`config.mk`:
```
export PLATFORM = sky130hd
export DESIGN_NAME = evm_back
export DESIGN_NICKNAME = d
export VERILOG_FILES = /design/src/rtl/evm_pkg.sv /design/src/rtl/evm_back.sv
export SDC_FILE = /design/constraint.sdc
export NUM_CORES = 2
export LEC_CHECK = 0
export BUFFER_PORTS_ARGS = -buffer_cell sky130_fd_sc_hd__buf_4
export CAP_MARGIN = 20
export CORE_MARGIN = 4
export CORE_UTILIZATION = 49
export DETAILED_ROUTE_END_ITERATION = 10
export PLACE_DENSITY = 0.77
export RECOVER_POWER = 50
export SKIP_LAST_GASP = 1
export SLEW_MARGIN = 20
export SYNTH_ARGS = -nofsm -noshare
export SYNTH_HDL_FRONTEND = slang
export SYNTH_SLANG_ARGS = --single-unit
```
`constraint.sdc`:
```
create_clock -name clk -period 14.75 [get_ports clk]
set_clock_uncertainty 0.1 [all_clocks]
set_input_delay 4.425 -clock clk [delete_from_list [all_inputs] [get_ports clk]]
set_output_delay 4.425 -clock clk [all_outputs]
set_load 0.01 [all_outputs]
```
`src/rtl/evm_pkg.sv`:
```
// ============================================================================
// Elliptical vignette mask package
// Shared widths, register indexes, data types and arithmetic helpers.
// ============================================================================
package evm_pkg;

    localparam int COORD_BITS     = 12;
    localparam int HALF_BITS      = 12;
    localparam int RATIO_BITS     = 17;
    localparam int FRAC_BITS      = 8;
    localparam int DIST_BITS      = 24;
    localparam int RECIP_BITS     = 32;
    localparam int ALPHA_BITS     = 8;
    localparam int FACT_BITS      = 17;
    localparam int FACT_SHIFT     = 16;
    localparam int SQUARE_FRAC    = 32;
    localparam int RATIO_FRAC     = 16;
    localparam int CFG_INDEX_BITS = 2;
    localparam int CFG_DATA_BITS  = RATIO_BITS;

    localparam int FOLD_BITS  = ((COORD_BITS > HALF_BITS) ? COORD_BITS : HALF_BITS) + 1;
    localparam int LEG_BITS   = DIST_BITS + 1;
    localparam int SQ_BITS    = 2 * LEG_BITS;
    localparam int ROOT_BITS  = LEG_BITS + 1;
    localparam int RAD_BITS   = 2 * ROOT_BITS;
    localparam int DSQ_BITS   = 2 * HALF_BITS;
    localparam int BIGR_BITS  = HALF_BITS + RATIO_BITS;
    localparam int T1_BITS    = DSQ_BITS + RATIO_BITS;
    localparam int ACC_BITS   = T1_BITS + RATIO_BITS;
    localparam int MUL_A_BITS = 32;
    localparam int MUL_P_BITS = MUL_A_BITS + LEG_BITS;
    localparam int PROD_BITS  = DIST_BITS + RECIP_BITS;
    localparam int FSQ_BITS   = 2 * FACT_BITS;
    localparam int SCALE_BITS = FSQ_BITS + ALPHA_BITS;
    localparam int DIV_CNT_BITS = $clog2(RECIP_BITS + 1);

    localparam logic [CFG_INDEX_BITS-1:0] REG_HALF_WIDTH   = 2'd0;
    localparam logic [CFG_INDEX_BITS-1:0] REG_HALF_HEIGHT  = 2'd1;
    localparam logic [CFG_INDEX_BITS-1:0] REG_BRIGHT_RATIO = 2'd2;

    localparam logic [HALF_BITS-1:0]  HALF_WIDTH_RESET   = 12'd320;
    localparam logic [HALF_BITS-1:0]  HALF_HEIGHT_RESET  = 12'd240;
    localparam logic [RATIO_BITS-1:0] BRIGHT_RATIO_RESET = 17'd52429;
    localparam logic [RATIO_BITS-1:0] RATIO_ONE          = 17'h10000;
    localparam logic [FACT_BITS-1:0]  FACT_ONE           = 17'h10000;

    localparam logic [RAD_BITS-1:0] SQRT_FIRST_BIT = {2'b01, {(RAD_BITS - 2){1'b0}}};
    localparam logic [RAD_BITS-1:0] SQRT_LAST_BIT  = {{(RAD_BITS - 1){1'b0}}, 1'b1};

    typedef struct packed {
        logic [HALF_BITS-1:0]  half_w;
        logic [HALF_BITS-1:0]  half_h;
        logic                  axis_y;
        logic [DIST_BITS-1:0]  focus;
        logic [DIST_BITS-1:0]  min_sum;
        logic [DIST_BITS-1:0]  max_sum;
        logic [RECIP_BITS-1:0] recip;
    } evm_consts_t;

    typedef struct packed {
        logic [LEG_BITS-1:0] p;
        logic [LEG_BITS-1:0] q;
        logic [LEG_BITS-1:0] perp;
    } evm_legs_t;

    typedef struct packed {
        logic [RAD_BITS-1:0] rem;
        logic [RAD_BITS-1:0] root;
    } evm_sqrt_t;

    typedef enum logic [3:0] {
        D_IDLE,
        D_PREP,
        D_MUL_A,
        D_MUL_B,
        D_MUL_C,
        D_ROOT_F,
        D_LEGS,
        D_SQ_PERP,
        D_SQ_P,
        D_SQ_Q,
        D_ROOT_1,
        D_ROOT_2,
        D_SPAN,
        D_DIV
    } evm_dstate_t;

    // Legs of the two focal distances for a folded offset.
    function automatic evm_legs_t evm_make_legs(
        input logic [HALF_BITS-1:0] off_x,
        input logic [HALF_BITS-1:0] off_y,
        input logic [DIST_BITS-1:0] focus,
        input logic                 axis_y
    );
        logic [LEG_BITS-1:0] a;
        logic [LEG_BITS-1:0] b;
        logic [LEG_BITS-1:0] f;
        logic [LEG_BITS-1:0] along;
        evm_legs_t           legs;
        a         = LEG_BITS'({off_x, {FRAC_BITS{1'b0}}});
        b         = LEG_BITS'({off_y, {FRAC_BITS{1'b0}}});
        f         = LEG_BITS'(focus);
        along     = axis_y ? b : a;
        legs.perp = axis_y ? a : b;
        legs.p    = (along >= f) ? (along - f) : (f - along);
        legs.q    = along + f;
        return legs;
    endfunction

    // One digit of the bitwise integer square root.
    function automatic evm_sqrt_t evm_sqrt_step(
        input evm_sqrt_t           cur,
        input logic [RAD_BITS-1:0] sbit
    );
        logic [RAD_BITS-1:0] trial;
        evm_sqrt_t           nxt;
        trial = cur.root + sbit;
        if (cur.rem >= trial)
        begin
            nxt.rem  = cur.rem - trial;
            nxt.root = (cur.root >> 1) + sbit;
        end
        else
        begin
            nxt.rem  = cur.rem;
            nxt.root = cur.root >> 1;
        end
        return nxt;
    endfunction

endpackage

```
`src/rtl/evm_back.sv`:
```
// ============================================================================
// Elliptical vignette mask back end
// Distance sum, ellipse test and clamp, normalizing product, square of the
// factor and the final alpha scale in the output register.
// ============================================================================
module evm_back (
    input  logic                              clk,
    input  logic                              rst_n,
    input  logic                              advance,
    input  logic                              in_valid,
    input  logic                              in_ok,
    input  logic [evm_pkg::ROOT_BITS-1:0]     in_root1,
    input  logic [evm_pkg::ROOT_BITS-1:0]     in_root2,
    input  evm_pkg::evm_consts_t              consts,
    output logic                              out_valid,
    output logic [evm_pkg::ALPHA_BITS-1:0]    mask_alpha,
    output logic                              inside_ellipse
);
    import evm_pkg::*;

    logic [ROOT_BITS:0]              root_sum;
    logic [DIST_BITS-1:0]            clamped;
    logic [PROD_BITS-FACT_SHIFT-1:0] shifted;
    logic [FACT_BITS-1:0]            fact;
    logic [SCALE_BITS-1:0]           scaled;

    logic                  v0_reg;
    logic                  v1_reg;
    logic                  v2_reg;
    logic                  v3_reg;
    logic                  out_valid_reg;
    logic                  ok0_reg;
    logic [DIST_BITS-1:0]  dsum0_reg;
    logic                  show1_reg;
    logic                  in1_reg;
    logic [DIST_BITS-1:0]  num1_reg;
    logic                  show2_reg;
    logic                  in2_reg;
    logic [PROD_BITS-1:0]  prod2_reg;
    logic                  show3_reg;
    logic                  in3_reg;
    logic [FSQ_BITS-1:0]   fsq3_reg;
    logic [ALPHA_BITS-1:0] alpha_reg;
    logic                  inside_reg;

    always_comb
    begin
        root_sum = {1'b0, in_root1} + {1'b0, in_root2};
        clamped  = (dsum0_reg > consts.max_sum) ? consts.max_sum : dsum0_reg;
        shifted  = prod2_reg[PROD_BITS-1:FACT_SHIFT];
        fact     = (shifted > (PROD_BITS - FACT_SHIFT)'(FACT_ONE)) ? FACT_ONE
                                                                  : shifted[FACT_BITS-1:0];
        scaled   = {fsq3_reg, {ALPHA_BITS{1'b0}}} - SCALE_BITS'(fsq3_reg);
    end

    always_ff @(posedge clk or negedge rst_n)
    begin
        if (!rst_n)
        begin
            v0_reg        <= 1'b0;
            v1_reg        <= 1'b0;
            v2_reg        <= 1'b0;
            v3_reg        <= 1'b0;
            out_valid_reg <= 1'b0;
        end
        else if (advance)
        begin
            v0_reg        <= in_valid;
            v1_reg        <= v0_reg;
            v2_reg        <= v1_reg;
            v3_reg        <= v2_reg;
            out_valid_reg <= v3_reg;
        end
    end

    always_ff @(posedge clk)
    begin
        if (advance)
        begin
            ok0_reg    <= in_ok;
            dsum0_reg  <= root_sum[DIST_BITS-1:0];

            in1_reg    <= ok0_reg && (dsum0_reg < consts.min_sum);
            show1_reg  <= ok0_reg && !(dsum0_reg < consts.min_sum);
            num1_reg   <= clamped - consts.min_sum;

            in2_reg    <= in1_reg;
            show2_reg  <= show1_reg;
            prod2_reg  <= PROD_BITS'(num1_reg) * PROD_BITS'(consts.recip);

            in3_reg    <= in2_reg;
            show3_reg  <= show2_reg;
            fsq3_reg   <= FSQ_BITS'(fact) * FSQ_BITS'(fact);

            inside_reg <= in3_reg;
            alpha_reg  <= show3_reg ? scaled[SQUARE_FRAC+ALPHA_BITS-1:SQUARE_FRAC] : '0;
        end
    end

    assign out_valid      = out_valid_reg;
    assign mask_alpha     = alpha_reg;
    assign inside_ellipse = inside_reg;

endmodule

```
# == Yosys cells after proc, flatten, opt, wreduce, memory -nomap -nowiden ==
# Index checks and enable logic that the tools add are counted.
# Widths: inputs -> output; s select.
# word_totals
ff_bits,159
inputBits,186
out_inout_bits,10
word_cells,31
# op_classes
addsub,3
n_mul,2
magnitude_cmp,3
mux,2
reduce_logical,3
# ops
op,count
$mul 24x32->56,1
$gt 40x17->1 const B,1
$sub 40x34->40,1
$mul 17x17->34,1
$add 24x24->24,1
$gt 24x24->1,1
$lt 24x24->1,1
$mux 24,1
$sub 24x24->24,1
$mux 17,1
$logic_and 1x1->1,2
$logic_not 1->1,1

# == Depth between registers and ports, before layout ==
# depth
ltp_word,3
depth_mapped,30
mapped_depth_nobuf,28

# == Worst setup path before layout ==
# Ideal clock, no wire load.
# synth_path
path_type,input to register
startpoint,in consts[15] (netlist bit)
endpoint,"reg prod2_reg[50], data pin"
setup_time_ps,259
t_arrival_ps,10399
required_time_ps,14391
setup_slack_ps,3992
path_stages,22
path_buffers,1
path_cell_list,clkbuf_1 -> nand2_1 -> fa_1 -> inv_1 -> fa_1 -> fa_1 -> fa_1 -> fa_1 -> inv_1 -> fa_1 -> inv_1 -> fa_1 -> ha_1 -> nand2_1 -> o21ai_0 -> o21ai_0 -> o311ai_4 -> o2bb2ai_2 -> a41oi_2 -> o21ai_2 -> a21boi_2 -> xnor2_1
# synth_via
elab_chain_cells,1
# synth_rtl
element,line,text
"start, declared",evm_back.sv:14,"input evm_pkg::evm_consts_t consts,"
$mul 24x32->56,evm_back.sv:89,prod2_reg <= PROD_BITS'(num1_reg) * PROD_BITS'(consts.recip);
"end signal, assigned",evm_back.sv:89,
"end, declared",evm_back.sv:39,logic [PROD_BITS-1:0] prod2_reg;
# No other way between the ends.
# A chain may end at the register's enable or synchronous reset.

# == Worst setup path in the final report ==
# layout_path
startpoint,in consts[12] (netlist bit)
endpoint,"reg prod2_reg[54], data pin"
# The elaborated chain is that of the path after synthesis.

==> flow_summary.yaml <==
setup_path:
  path_buf_inv: 6
  crit_path_cell_trace: "buf_4, nand2_1, fa_1, inv_1, fa_1, inv_1, fa_1, inv_1, fa_1, inv_1, fa_1, fa_1, inv_1, fa_1, ha_1, a21oi_1, o21ai_0, nor3_1, a31oi_1, nor3_1, a21oi_2, a211oi_2, o21ai_0, xnor2_1"
  path_class: "input port to flip-flop"
  r2r_setup_slack_ns: 4.54
  cp_max_fo: 24
  required_ns: 14.88
  regToRegEndpoint: "fsq3_reg[31]"
  critPathMaxStageDelay_ns: 0.71
  reg2regPathDepth: 25
  critPathSlowestCell: "nor3_1"
  r2r-start: "prod2_reg[16]"
  critical-path-top-delay-family: "adder cells"
  crit_start: "consts[12]"
  path_depth: 24
  cp-start-kind: "input port"
  cp_common_cell: "fa_1"
  worstPathArrival_ns: 11.65
  cp-end-kind: "flip-flop"
grt:
  grt_usage: 0.2327
  grt_pass1_vias: 32990
  antenna_found_initial: 1
  grt_first_pass_wirelength_mm: 161.8
  overflow: 0
  grt_max_degree: 85
hold_path:
  hp-class: "flip-flop to flip-flop"
  hold_depth: 0
  min_to: "in3_reg"
  hp-start: "in2_reg"
job:
  cap_violations: 3
die:
  start_util: 0.4930
  die_w_microns: 295.2
  core_sq_mm: 0.08198
  row_count: 105
  top_level_ports: 196
  die_area_sq_mm: 0.08714
  fp.dieH_microns: 295.2
synth:
  yosys.area_share.simple: 0.1436
  syn_inst: 4357
  synth_area_per_cell_sq_um: 9.276
  muxShareOfSynthArea: 0.002167
  synth_area_leaders: "fa_1, ha_1, edfxtp_1, inv_1, nand2_1"
  synthFlopType: "edfxtp_1"
  synth_edf_count: 137
  ys_seq_area_frac: 0.1049
  synth_top_family_by_area: "adder cells"
  syn_area_sq_mm: 0.04041
  yosysUniqueCellTypes: 81
  synth_fa_ha_area_frac: 0.5444
  synth-compound-area-share: 0.06619
  post-synth-top-count-cell: "inv_1"
  synth_seq_cells: 142
  netlist_top_cells_count: "inv_1, fa_1, nand2_1, ha_1, and2_1"
  yosys_warnings: 0
  synthXorXnorAreaFrac: 0.02666
  synthArstFlopShare: 0.03521
  yosysTopAreaCell: "fa_1"
  synth_top_area_frac: 0.4206
placed_design:
  globalplace.congestion: 0.8768
  port_buffers: 142
  dp_hpwl_mm: 73.99
clock_network:
  cts_buffers: 17
  postCtsHoldBufs: 0
  cts.sinks: 142
  cts_tree: "built"
  clkLatencyLatePin_ns: 0.49
  clk_pin_slew_worst_paths_ns: 0.07
  post_cts_buffers: 0
  ctsResizeCount: 0
  max-clock-path-buffers: 2
  ctsRootBufferMaster: "clkbuf_16"
  h-tree-depth: 4
detailed_routing:
  wl_per_cell_microns: 17.62
  firstDrtPassIters: 5
  drt-total-wl_mm: 96.39
  detail-route-antenna-nets: 0
  drtIter0Drc: 1803
  vias_per_cell: 5.410
  drt_drc_violations_left: 0
  vias: 29600
sta:
  finalMaxSlewViolations: 210
  rsz0062_at_grt: "false"
  period_minus_slack_ns: 11.52
  relSlewSlack: -2.103
  hold_viol: 0
  fin_crit_sh: 0.7813
  tightest_slew_ns: 4.654
  setup_violations: 0
  tns_ns: 0
  fmax_ghz: 0.08677
finish:
  num-fill-cells: 7272
  n_antenna_cell: 0
  largest_reg_flops: 40
  synthToLayoutAreaGrowth_pct: 6.344
  nets: 5824
  final_layout_size_suffix_gt1_frac: 0.04952
run_status:
  violations: "max-capacitance violations, max-slew violations"
  outcome: "finished, violations left"
[logic make-up after synthesis]
| logic type | Yosys count |
|---|---|
| muxes | 8 |
| buffers and inverters | 1192 |
| DFF | 142 |
| and+or+nand+nor | 1238 |
| other | 2 |
| adders and majority gates | 1249 |
| AOI/OAI and AO/OA | 403 |
| xor gates and xnor gates | 123 |
[per-stage QoR]
stage	setup WS [ns]	instances	cell area (sq um)	hold WS [ns]	util
final	3.226	5472	42980	0.3218	0.5243
after global routing	2.948	5472	42980	0.3288	0.5243
after CTS	3.357	5472	43040	0.3240	0.5250
after detailed placement	2.843	5440	42410	0.3074	0.5174
after global placement	2.938	5440	42410	0.3024	0.5174
after floorplan	3.992	4378	40490	0.3003	-
[worst max path at each step]
stage                    endpoint  slack, ns
finish              prod2_reg[54]       3.23
floorplan           prod2_reg[50]       3.99
CTS                 prod2_reg[54]       3.36
global route        prod2_reg[54]       2.95
detailed placement  prod2_reg[54]       2.84
global placement    prod2_reg[55]       2.94
[cell type report]
class	count	area (sq um)	share of cell area
clock buffers	17	425.4	0.009898
clock inverters	15	200.2	0.004658
inverters	1013	3802	0.08847
multi-input cells	3044	31740	0.7386
flip-flops and latches	142	4239	0.09863
well taps	1070	1339	0.03115
repair buffers	171	1227	0.02856
[layout by cell type (no fill, tap or decap), types with 33 or more instances in the layout]
master and n:
inv_1 1013, fa_1 849, nand2_1 686, ha_1 400, and2_1 247, buf_4 153, edfxtp_1 137, a21oi_1 110
a21o_1 90, xnor2_1 82, nor2_1 78, o21ai_0 78, and3_1 56, xor2_1 41, nand3_1 33
[routing by layer]
| layer | global-route usage | vias to the layer above | part of all wire |
|---|---|---|---|
| met1 | 0.2803 | 14840 | 0.38 |
| li1 | - | 13300 | - |
| met2 | 0.4058 | 1150 | 0.50 |
| met5 | 0 | - | 0.000073 |
| met3 | 0.04950 | 310 | 0.080 |
| met4 | 0.09917 | 2 | 0.044 |
Power is not shown: default switching activity piles up to over one toggle a cycle in this logic, so the estimate is an artifact.
