<file path="config.mk">
export PLATFORM = sky130hd
export DESIGN_NAME = evm_front
export DESIGN_NICKNAME = d
export VERILOG_FILES = /design/src/rtl/evm_pkg.sv /design/src/rtl/evm_front.sv
export SDC_FILE = /design/constraint.sdc
export NUM_CORES = 2
export LEC_CHECK = 0
export ABC_AREA = 1
export BUFFER_PORTS_ARGS = -buffer_cell sky130_fd_sc_hd__buf_4
export CORE_ASPECT_RATIO = 1.25
export CORE_MARGIN = 5
export CORE_UTILIZATION = 40
export CTS_CLUSTER_SIZE = 40
export DETAILED_ROUTE_END_ITERATION = 16
export PLACE_DENSITY = 0.58
export SLEW_MARGIN = 5
export SYNTH_ARGS = -nofsm -noshare
export SYNTH_HDL_FRONTEND = slang
export SYNTH_SLANG_ARGS = --single-unit
</file>
<file path="constraint.sdc">
create_clock -name clk -period 6.6 [get_ports clk]
set_input_delay 0.66 -clock clk [delete_from_list [all_inputs] [get_ports clk]]
set_output_delay 0.66 -clock clk [all_outputs]
set_load 0.01 [all_outputs]
</file>
<file path="src/rtl/evm_pkg.sv">
// ============================================================================
// Elliptical vignette mask package
// Shared widths, register indexes, data types and arithmetic helpers.
// ============================================================================
package evm_pkg;

    localparam int COORD_BITS     = 12;
    localparam int HALF_BITS      = 12;
    localparam int RATIO_BITS     = 17;
    localparam int FRAC_BITS      = 8;
    localparam int DIST_BITS      = 24;
    localparam int RECIP_BITS     = 32;
    localparam int ALPHA_BITS     = 8;
    localparam int FACT_BITS      = 17;
    localparam int FACT_SHIFT     = 16;
    localparam int SQUARE_FRAC    = 32;
    localparam int RATIO_FRAC     = 16;
    localparam int CFG_INDEX_BITS = 2;
    localparam int CFG_DATA_BITS  = RATIO_BITS;

    localparam int FOLD_BITS  = ((COORD_BITS > HALF_BITS) ? COORD_BITS : HALF_BITS) + 1;
    localparam int LEG_BITS   = DIST_BITS + 1;
    localparam int SQ_BITS    = 2 * LEG_BITS;
    localparam int ROOT_BITS  = LEG_BITS + 1;
    localparam int RAD_BITS   = 2 * ROOT_BITS;
    localparam int DSQ_BITS   = 2 * HALF_BITS;
    localparam int BIGR_BITS  = HALF_BITS + RATIO_BITS;
    localparam int T1_BITS    = DSQ_BITS + RATIO_BITS;
    localparam int ACC_BITS   = T1_BITS + RATIO_BITS;
    localparam int MUL_A_BITS = 32;
    localparam int MUL_P_BITS = MUL_A_BITS + LEG_BITS;
    localparam int PROD_BITS  = DIST_BITS + RECIP_BITS;
    localparam int FSQ_BITS   = 2 * FACT_BITS;
    localparam int SCALE_BITS = FSQ_BITS + ALPHA_BITS;
    localparam int DIV_CNT_BITS = $clog2(RECIP_BITS + 1);

    localparam logic [CFG_INDEX_BITS-1:0] REG_HALF_WIDTH   = 2'd0;
    localparam logic [CFG_INDEX_BITS-1:0] REG_HALF_HEIGHT  = 2'd1;
    localparam logic [CFG_INDEX_BITS-1:0] REG_BRIGHT_RATIO = 2'd2;

    localparam logic [HALF_BITS-1:0]  HALF_WIDTH_RESET   = 12'd320;
    localparam logic [HALF_BITS-1:0]  HALF_HEIGHT_RESET  = 12'd240;
    localparam logic [RATIO_BITS-1:0] BRIGHT_RATIO_RESET = 17'd52429;
    localparam logic [RATIO_BITS-1:0] RATIO_ONE          = 17'h10000;
    localparam logic [FACT_BITS-1:0]  FACT_ONE           = 17'h10000;

    localparam logic [RAD_BITS-1:0] SQRT_FIRST_BIT = {2'b01, {(RAD_BITS - 2){1'b0}}};
    localparam logic [RAD_BITS-1:0] SQRT_LAST_BIT  = {{(RAD_BITS - 1){1'b0}}, 1'b1};

    typedef struct packed {
        logic [HALF_BITS-1:0]  half_w;
        logic [HALF_BITS-1:0]  half_h;
        logic                  axis_y;
        logic [DIST_BITS-1:0]  focus;
        logic [DIST_BITS-1:0]  min_sum;
        logic [DIST_BITS-1:0]  max_sum;
        logic [RECIP_BITS-1:0] recip;
    } evm_consts_t;

    typedef struct packed {
        logic [LEG_BITS-1:0] p;
        logic [LEG_BITS-1:0] q;
        logic [LEG_BITS-1:0] perp;
    } evm_legs_t;

    typedef struct packed {
        logic [RAD_BITS-1:0] rem;
        logic [RAD_BITS-1:0] root;
    } evm_sqrt_t;

    typedef enum logic [3:0] {
        D_IDLE,
        D_PREP,
        D_MUL_A,
        D_MUL_B,
        D_MUL_C,
        D_ROOT_F,
        D_LEGS,
        D_SQ_PERP,
        D_SQ_P,
        D_SQ_Q,
        D_ROOT_1,
        D_ROOT_2,
        D_SPAN,
        D_DIV
    } evm_dstate_t;

    // Legs of the two focal distances for a folded offset.
    function automatic evm_legs_t evm_make_legs(
        input logic [HALF_BITS-1:0] off_x,
        input logic [HALF_BITS-1:0] off_y,
        input logic [DIST_BITS-1:0] focus,
        input logic                 axis_y
    );
        logic [LEG_BITS-1:0] a;
        logic [LEG_BITS-1:0] b;
        logic [LEG_BITS-1:0] f;
        logic [LEG_BITS-1:0] along;
        evm_legs_t           legs;
        a         = LEG_BITS'({off_x, {FRAC_BITS{1'b0}}});
        b         = LEG_BITS'({off_y, {FRAC_BITS{1'b0}}});
        f         = LEG_BITS'(focus);
        along     = axis_y ? b : a;
        legs.perp = axis_y ? a : b;
        legs.p    = (along >= f) ? (along - f) : (f - along);
        legs.q    = along + f;
        return legs;
    endfunction

    // One digit of the bitwise integer square root.
    function automatic evm_sqrt_t evm_sqrt_step(
        input evm_sqrt_t           cur,
        input logic [RAD_BITS-1:0] sbit
    );
        logic [RAD_BITS-1:0] trial;
        evm_sqrt_t           nxt;
        trial = cur.root + sbit;
        if (cur.rem >= trial)
        begin
            nxt.rem  = cur.rem - trial;
            nxt.root = (cur.root >> 1) + sbit;
        end
        else
        begin
            nxt.rem  = cur.rem;
            nxt.root = cur.root >> 1;
        end
        return nxt;
    endfunction

endpackage

</file>
<file path="src/rtl/evm_front.sv">
// ============================================================================
// Elliptical vignette mask front end
// Three stages: quadrant fold and focal legs, leg squares, and the two
// radicands of the focal distances.
// ============================================================================
module evm_front (
    input  logic                              clk,
    input  logic                              rst_n,
    input  logic                              advance,
    input  logic                              in_take,
    input  logic [evm_pkg::COORD_BITS-1:0]    pixel_x,
    input  logic [evm_pkg::COORD_BITS-1:0]    pixel_y,
    input  evm_pkg::evm_consts_t              consts,
    output logic                              out_valid,
    output logic                              out_ok,
    output logic [evm_pkg::RAD_BITS-1:0]      out_rad1,
    output logic [evm_pkg::RAD_BITS-1:0]      out_rad2
);
    import evm_pkg::*;

    logic [FOLD_BITS-1:0] cx;
    logic [FOLD_BITS-1:0] cy;
    logic [FOLD_BITS-1:0] hx;
    logic [FOLD_BITS-1:0] hy;
    logic [FOLD_BITS-1:0] ox;
    logic [FOLD_BITS-1:0] oy;
    logic                 fold_ok;
    evm_legs_t            legs_in;

    logic                 v0_reg;
    logic                 v1_reg;
    logic                 v2_reg;
    logic                 ok0_reg;
    logic                 ok1_reg;
    logic                 ok2_reg;
    evm_legs_t            legs0_reg;
    logic [SQ_BITS-1:0]   psq1_reg;
    logic [SQ_BITS-1:0]   qsq1_reg;
    logic [SQ_BITS-1:0]   perpsq1_reg;
    logic [RAD_BITS-1:0]  rad1_reg;
    logic [RAD_BITS-1:0]  rad2_reg;

    always_comb
    begin
        cx      = FOLD_BITS'(pixel_x);
        cy      = FOLD_BITS'(pixel_y);
        hx      = FOLD_BITS'(consts.half_w);
        hy      = FOLD_BITS'(consts.half_h);
        ox      = (cx >= hx) ? (cx - hx) : (hx - FOLD_BITS'(1) - cx);
        oy      = (cy >= hy) ? (cy - hy) : (hy - FOLD_BITS'(1) - cy);
        fold_ok = (ox < hx) && (oy < hy);
        legs_in = evm_make_legs(ox[HALF_BITS-1:0], oy[HALF_BITS-1:0],
                                consts.focus, consts.axis_y);
    end

    always_ff @(posedge clk or negedge rst_n)
    begin
        if (!rst_n)
        begin
            v0_reg <= 1'b0;
            v1_reg <= 1'b0;
            v2_reg <= 1'b0;
        end
        else if (advance)
        begin
            v0_reg <= in_take;
            v1_reg <= v0_reg;
            v2_reg <= v1_reg;
        end
    end

    always_ff @(posedge clk)
    begin
        if (advance)
        begin
            ok0_reg     <= fold_ok;
            legs0_reg   <= legs_in;
            ok1_reg     <= ok0_reg;
            psq1_reg    <= SQ_BITS'(legs0_reg.p) * SQ_BITS'(legs0_reg.p);
            qsq1_reg    <= SQ_BITS'(legs0_reg.q) * SQ_BITS'(legs0_reg.q);
            perpsq1_reg <= SQ_BITS'(legs0_reg.perp) * SQ_BITS'(legs0_reg.perp);
            ok2_reg     <= ok1_reg;
            rad1_reg    <= RAD_BITS'(psq1_reg) + RAD_BITS'(perpsq1_reg);
            rad2_reg    <= RAD_BITS'(qsq1_reg) + RAD_BITS'(perpsq1_reg);
        end
    end

    assign out_valid = v2_reg;
    assign out_ok    = ok2_reg;
    assign out_rad1  = rad1_reg;
    assign out_rad2  = rad2_reg;

endmodule

</file>
Word level (Yosys, flattened, before mapping) --
Index checks and enable logic that the tools add are counted. Widths: inputs -> output; s select.
Storage, ports and cells: register bits 335, input port bits 157, output and inout port bits 106, logic and storage cells 39
Operators by class: add/subtract/negate cells 11, multipliers 3, $lt $le $gt $ge 5, muxes and demuxes 5, reductions and logical operators 1
Operators with widths (number):
- $mul 25x25->50 | 3
- $add 50x50->51 | 2
- $mux 20 | 2
- $lt 13x12->1 | 2
- $mux 13 | 2
- $sub 12x1->13 const B | 2
- $sub 12x12->13 | 2
- $sub 13x12->13 | 2
- $add 20x24->25 | 1
- $mux 25 | 1
- $sub 20x24->25 | 1
- $sub 24x20->25 | 1
- $ge 12x12->1 | 2
- $ge 20x24->1 | 1
- $logic_and 1x1->1 | 1

Depth between registers and ports, before layout --
word-level depth 6, gate-level depth with buffers 30, depth with buffers taken out 28

Worst setup path after synthesis --
No wires, ideal clock.
path kind register to register, start point register legs0_reg[64] (netlist bit), end point register psq1_reg[40] (data pin), setup time 252 ps, arrival time 6016 ps, required time 6348 ps, setup slack 332 ps, cell stages (with the launch flop) 28, path buffers 2, clock period less this slack 6268 ps, path through edfxtp_1 > clkbuf_1 > clkbuf_1 > nand2_1 > fa_1 > inv_1 > fa_1 > inv_1 > fa_1 > inv_1 > fa_1 > inv_1 > fa_1 > inv_1 > fa_1 > inv_1 > fa_1 > inv_1 > ha_1 > nand2_1 > nor2_1 > inv_1 > nor2_1 > nand3_1 > o21ai_0 > nand3_1 > nand3_1 > nand2_1
Between the ends: cells in the longest elaborated chain, start to end 1
RTL lines:
- start: declaration | RTL line evm_front.sv:36 | evm_legs_t legs0_reg;
- start signal: assignment | RTL line evm_front.sv:77 | legs0_reg <= legs_in;
- $mul 25x25->50 | RTL line evm_front.sv:79 | psq1_reg <= SQ_BITS'(legs0_reg.p) * SQ_BITS'(legs0_reg.p);
- end signal: assignment | RTL line evm_front.sv:79
- end: declaration | RTL line evm_front.sv:37 | logic [SQ_BITS-1:0] psq1_reg;
No other way between the ends. A chain may end at the register's enable or synchronous reset.

Final worst setup path --
start point register legs0_reg[53] (netlist bit), end point register psq1_reg[27] (data pin)
The elaborated chain is that of the path after synthesis.

==> out/summary.md <==
The run finished with clean final reports. The flip-flop count of the largest register, all copies and words added was 61; the met2 usage was 0.352. Entering global routing, the biggest net connects 155 pins.

The tools report the clock latency on the worst-skew pair as 0.59 ns. Input and output buffers added on the ports amount to 178. The maximum clock path buffer count is 3.

The hold violation count in the final report is 0, and the synthesized flop and latch total is 288. The detail route stage leaves a number of antenna-violating nets equal to 0. Once placement finished, the instance area stood at 65600 um^2. The cell area that synthesis handed to floorplanning was 60800 um^2. In this run, CTS created clock tree buffers numbering 35. The logs give 0 for the yosys synthesis warning count and 257000 um for the wire length of the first global-routing pass. The via count of the first global-routing pass was 49500; the layout overhead on the synthesized area was 11.4%. After detailed routing, the total wire length is 158000 um.

For the worst setup path, the data required time is 6.97 ns. Setup repair after global routing could not meet its margin everywhere. Walking the worst path, the cells encountered are buf_6 > nand2_1 > fa_1 > inv_1 > fa_1 > inv_1 > fa_1 > fa_1 > inv_1 > fa_1 > fa_1 > inv_1 > fa_1 > inv_1 > ha_1 > buf_4 > nand2_1 > o21ai_0 > a21oi_1 > nand2_1 > a31oi_1 > xnor2_1. The cell with the largest stage delay on the worst path was sky130_fd_sc_hd__fa_1. In this run the core area contains 160 standard-cell rows. After technology mapping, the gate count stands at 7412. TritonCTS built the clock tree. The tools report the count of placed standard cells including taps as 9603. Averaged over all synthesized cells, the footprint is 8.20 um^2. Summed over all instances, the cell type with the most area after synthesis is sky130_fd_sc_hd__fa_1. Timing would allow up to 157 MHz.

Yosys mapped a number of flops with a built-in enable equal to 285. The run gives 0.401 as the initial standard-cell utilization of the core. The fraction of the cycle the final worst path needs was 0.966. For the worst setup path, the data arrival time is 6.74 ns.

For the pin with the worst max-slew slack, the measured transition is 1.03 ns. Counting both buffers and inverters, the worst setup path holds a total of 7. The maximum fanout along the worst path came out at 9.

The congestion estimate from routability-driven global placement came to 0.963. The final layout contains 9456 nets. The die covers 160000 um^2.

The critical path start-end classification is reg2reg. The prevailing post-synth register cell was sky130_fd_sc_hd__edfxtp_1. The tools report the clock tree root buffer cell as sky130_fd_sc_hd__clkbuf_16. The logs give 0 for the total count of max-transition violations in the final report and 0 ns for the post-route setup TNS.

The overall die height is 446 um, and the detailed placement HPWL is 137000 um. The fraction of layout cells with a size suffix above 1 is 0.0808, and the number of distinct library cell variants in the gate-level netlist after synthesis is 57. The number of search-and-repair iterations in the first detailed-routing pass is 5. STA classifies the critical path endpoint as a register. The final cell area excluding filler cells was 67700 um^2.

The area fraction of the dominant cell type after synthesis works out to 0.336. Die width: 359 um. The finished layout holds 9687 standard cells, fillers aside. Subtracting the final worst setup slack from the clock period gives 6.37 ns. The tools report the setup clock skew after layout as 0.0274 ns.

Class of the worst hold path: in2reg. The tools report the overall global routing resource usage as 0.200. The number of antenna violations at the first check in global routing is 7.

Yosys attributes the largest share of cell area to sky130_fd_sc_hd__fa_1 (34%), sky130_fd_sc_hd__edfxtp_1 (14%), sky130_fd_sc_hd__ha_1 (13%), sky130_fd_sc_hd__inv_1 (13%), sky130_fd_sc_hd__nand2_1 (9.1%). Share of flip-flops with an asynchronous set or reset after synthesis: 0.0104. The met3 layer usage reported by global route was 0.0243; the global routing met1 resource utilization was 0.260. The first-iteration detailed-routing DRC count is 2331. The number of H-tree branching levels was 2; the average wire per cell in the routed design was 16.3 um.

The core region is 152000 um^2. Peak-usage layer in the global routing report: met2. The startpoint type of the worst setup path is a register.

Clock-pin slew was measured on the worst setup and hold paths at 0.06 ns. Max-cap violations in this run came to 0. Using the TritonRoute via totals, the vias-per-cell ratio works out to 4.78.

In this design, the largest share of critical-path delay is due to adder cells. The logs give 46300 for the via count and 0 for the count of final setup violators. 263 I/O pins were placed.

The largest single stage delay on the critical path is 0.55 ns. By instance count, the cell type seen most on the critical path is sky130_fd_sc_hd__fa_1. Proportion of synthesized chip area in sequential cells: 0.142.

The run gives 0 as the post-detailed-route DRC marker count. The total global routing overflow is 0, and the number of sinks on the clock net is 288. The normalized max-slew margin is 0.310.
-- per-layer routing --
metal	vias up	routed length, um
met3	240	7750
met4	4	5170
met2	1005	77200
met5	-	27
li1	22400	-
met1	22600	68100
-- area by class of cell --
| class | instances | area, um^2 |
|---|---|---|
| Fill cell | 15100 | 83900 |
| Multi-Input combinational cell | 4770 | 43900 |
| Sequential cell | 288 | 8630 |
| Inverter | 2176 | 8170 |
| Timing Repair Buffer | 359 | 3300 |
| Tap cell | 2025 | 2530 |
| Clock buffer | 36 | 880 |
| Clock inverter | 28 | 287 |
| Antenna cell | 5 | 12.5 |
-- logic make-up after synthesis --
group                    Yosys count  synth area share
AO/OA/AOI/OAI                    636            0.0588
multiplexers                       2          0.000350
other                              1         0.0000617
buffers and inverters           2357             0.147
adder cells (fa/ha/maj)         1669             0.470
flip-flops                       288             0.142
AND/OR/NAND/NOR                 2217             0.147
XOR/XNOR                         242            0.0353
-- worst reg2reg max path: cells and delay by family, from the launching register on --
kind	cells	cell delay, ns
xor gates and xnor gates	1	0.33
AOI/OAI and AO/OA	3	0.60
and+or+nand+nor	3	0.32
buffers and inverters	7	0.62
adders and majority gates	8	3.88
DFF	1	0.44
-- synth_stat cells, types with 35 or more instances --
| master | number |
|---|---|
| sky130_fd_sc_hd__xnor2_1 | 55 |
| sky130_fd_sc_hd__edfxtp_1 | 285 |
| sky130_fd_sc_hd__ha_1 | 650 |
| sky130_fd_sc_hd__clkbuf_1 | 150 |
| sky130_fd_sc_hd__nand2_1 | 1481 |
| sky130_fd_sc_hd__a21oi_1 | 290 |
| sky130_fd_sc_hd__inv_1 | 2162 |
| sky130_fd_sc_hd__fa_1 | 1019 |
| sky130_fd_sc_hd__nand4_1 | 35 |
| sky130_fd_sc_hd__nor2_1 | 404 |
| sky130_fd_sc_hd__xor2_1 | 185 |
| sky130_fd_sc_hd__nand3_1 | 179 |
| sky130_fd_sc_hd__o21ai_0 | 168 |
| sky130_fd_sc_hd__nor3_1 | 52 |
-- worst paths after layout --
kind / end / from / cells after the start / slack [ns]
worst max-delay path: psq1_reg[27]$_DFFE_PP_ / legs0_reg[53]$_DFFE_PP_ / 22 / 0.23
worst min-delay path: legs0_reg[50]$_DFFE_PP_ / consts[80] / 1 / 0.28
worst max register to register: psq1_reg[27]$_DFFE_PP_ / legs0_reg[53]$_DFFE_PP_ / 22 / 0.23
worst min register to register: out_rad1[8]$_DFFE_PP_ / psq1_reg[8]$_DFFE_PP_ / 0 / 0.40
max in group asynchronous: v1_reg$_DFFE_PN0P_ / rst_n / 2 / 6.10
min in group asynchronous: out_valid$_DFFE_PN0P_ / rst_n / 2 / 0.41
-- placed cells by master (no fill, tap or decap), drive strengths merged, types with 3 or more instances in the layout --
master / Yosys / layout
and2: 7 / 7
a22oi: 5 / 5
edfxtp: 285 / 285
nand3b: 8 / 8
clkinvlp: 0 / 4
o21bai: 30 / 30
conb: 1 / 4
ha: 650 / 650
dfrtp: 3 / 3
a211oi: 8 / 8
nor4: 12 / 12
o2111ai: 3 / 3
nand2: 1497 / 1497
diode: 0 / 5
nor2: 415 / 415
a31oi: 20 / 20
xnor2: 55 / 55
o21a: 22 / 22
a21o: 18 / 18
xor2: 187 / 187
or2: 4 / 4
nand3: 182 / 182
buf: 31 / 356
nand4: 35 / 35
o22ai: 4 / 4
fa: 1019 / 1019
a21boi: 19 / 19
nor3: 53 / 53
o21ai: 200 / 200
o211ai: 9 / 9
a21oi: 292 / 292
clkbuf: 150 / 38
o311ai: 3 / 3
inv: 2175 / 2184
clkinv: 1 / 14
-- per-stage QoR --
stage | setup WS [ns] | hold slack (ns) | utilization
detailed placement | -0.0470 | 0.405 | 0.433
global route | -0.0472 | 0.243 | 0.447
CTS | 0.00809 | 0.239 | 0.441
global placement | -0.0208 | 0.402 | 0.433
floorplan | 0.332 | 0.364 | -
finish | 0.226 | 0.282 | 0.447
-- what timing repair did --
action | in CTS | in global routing
cloned | 0 | 2
pin swaps | 0 | 13
buffers inserted | 1 | 11
endpoints found under the setup margin | 6 | 62
endpoints found under the hold margin | 3 | 0
hold buffers | 1 | 0
resized for setup | 2 | 181
Power is left out: the tool's default activity adds up to more than one toggle a clock period on the data nets, which glitch-free logic cannot reach.
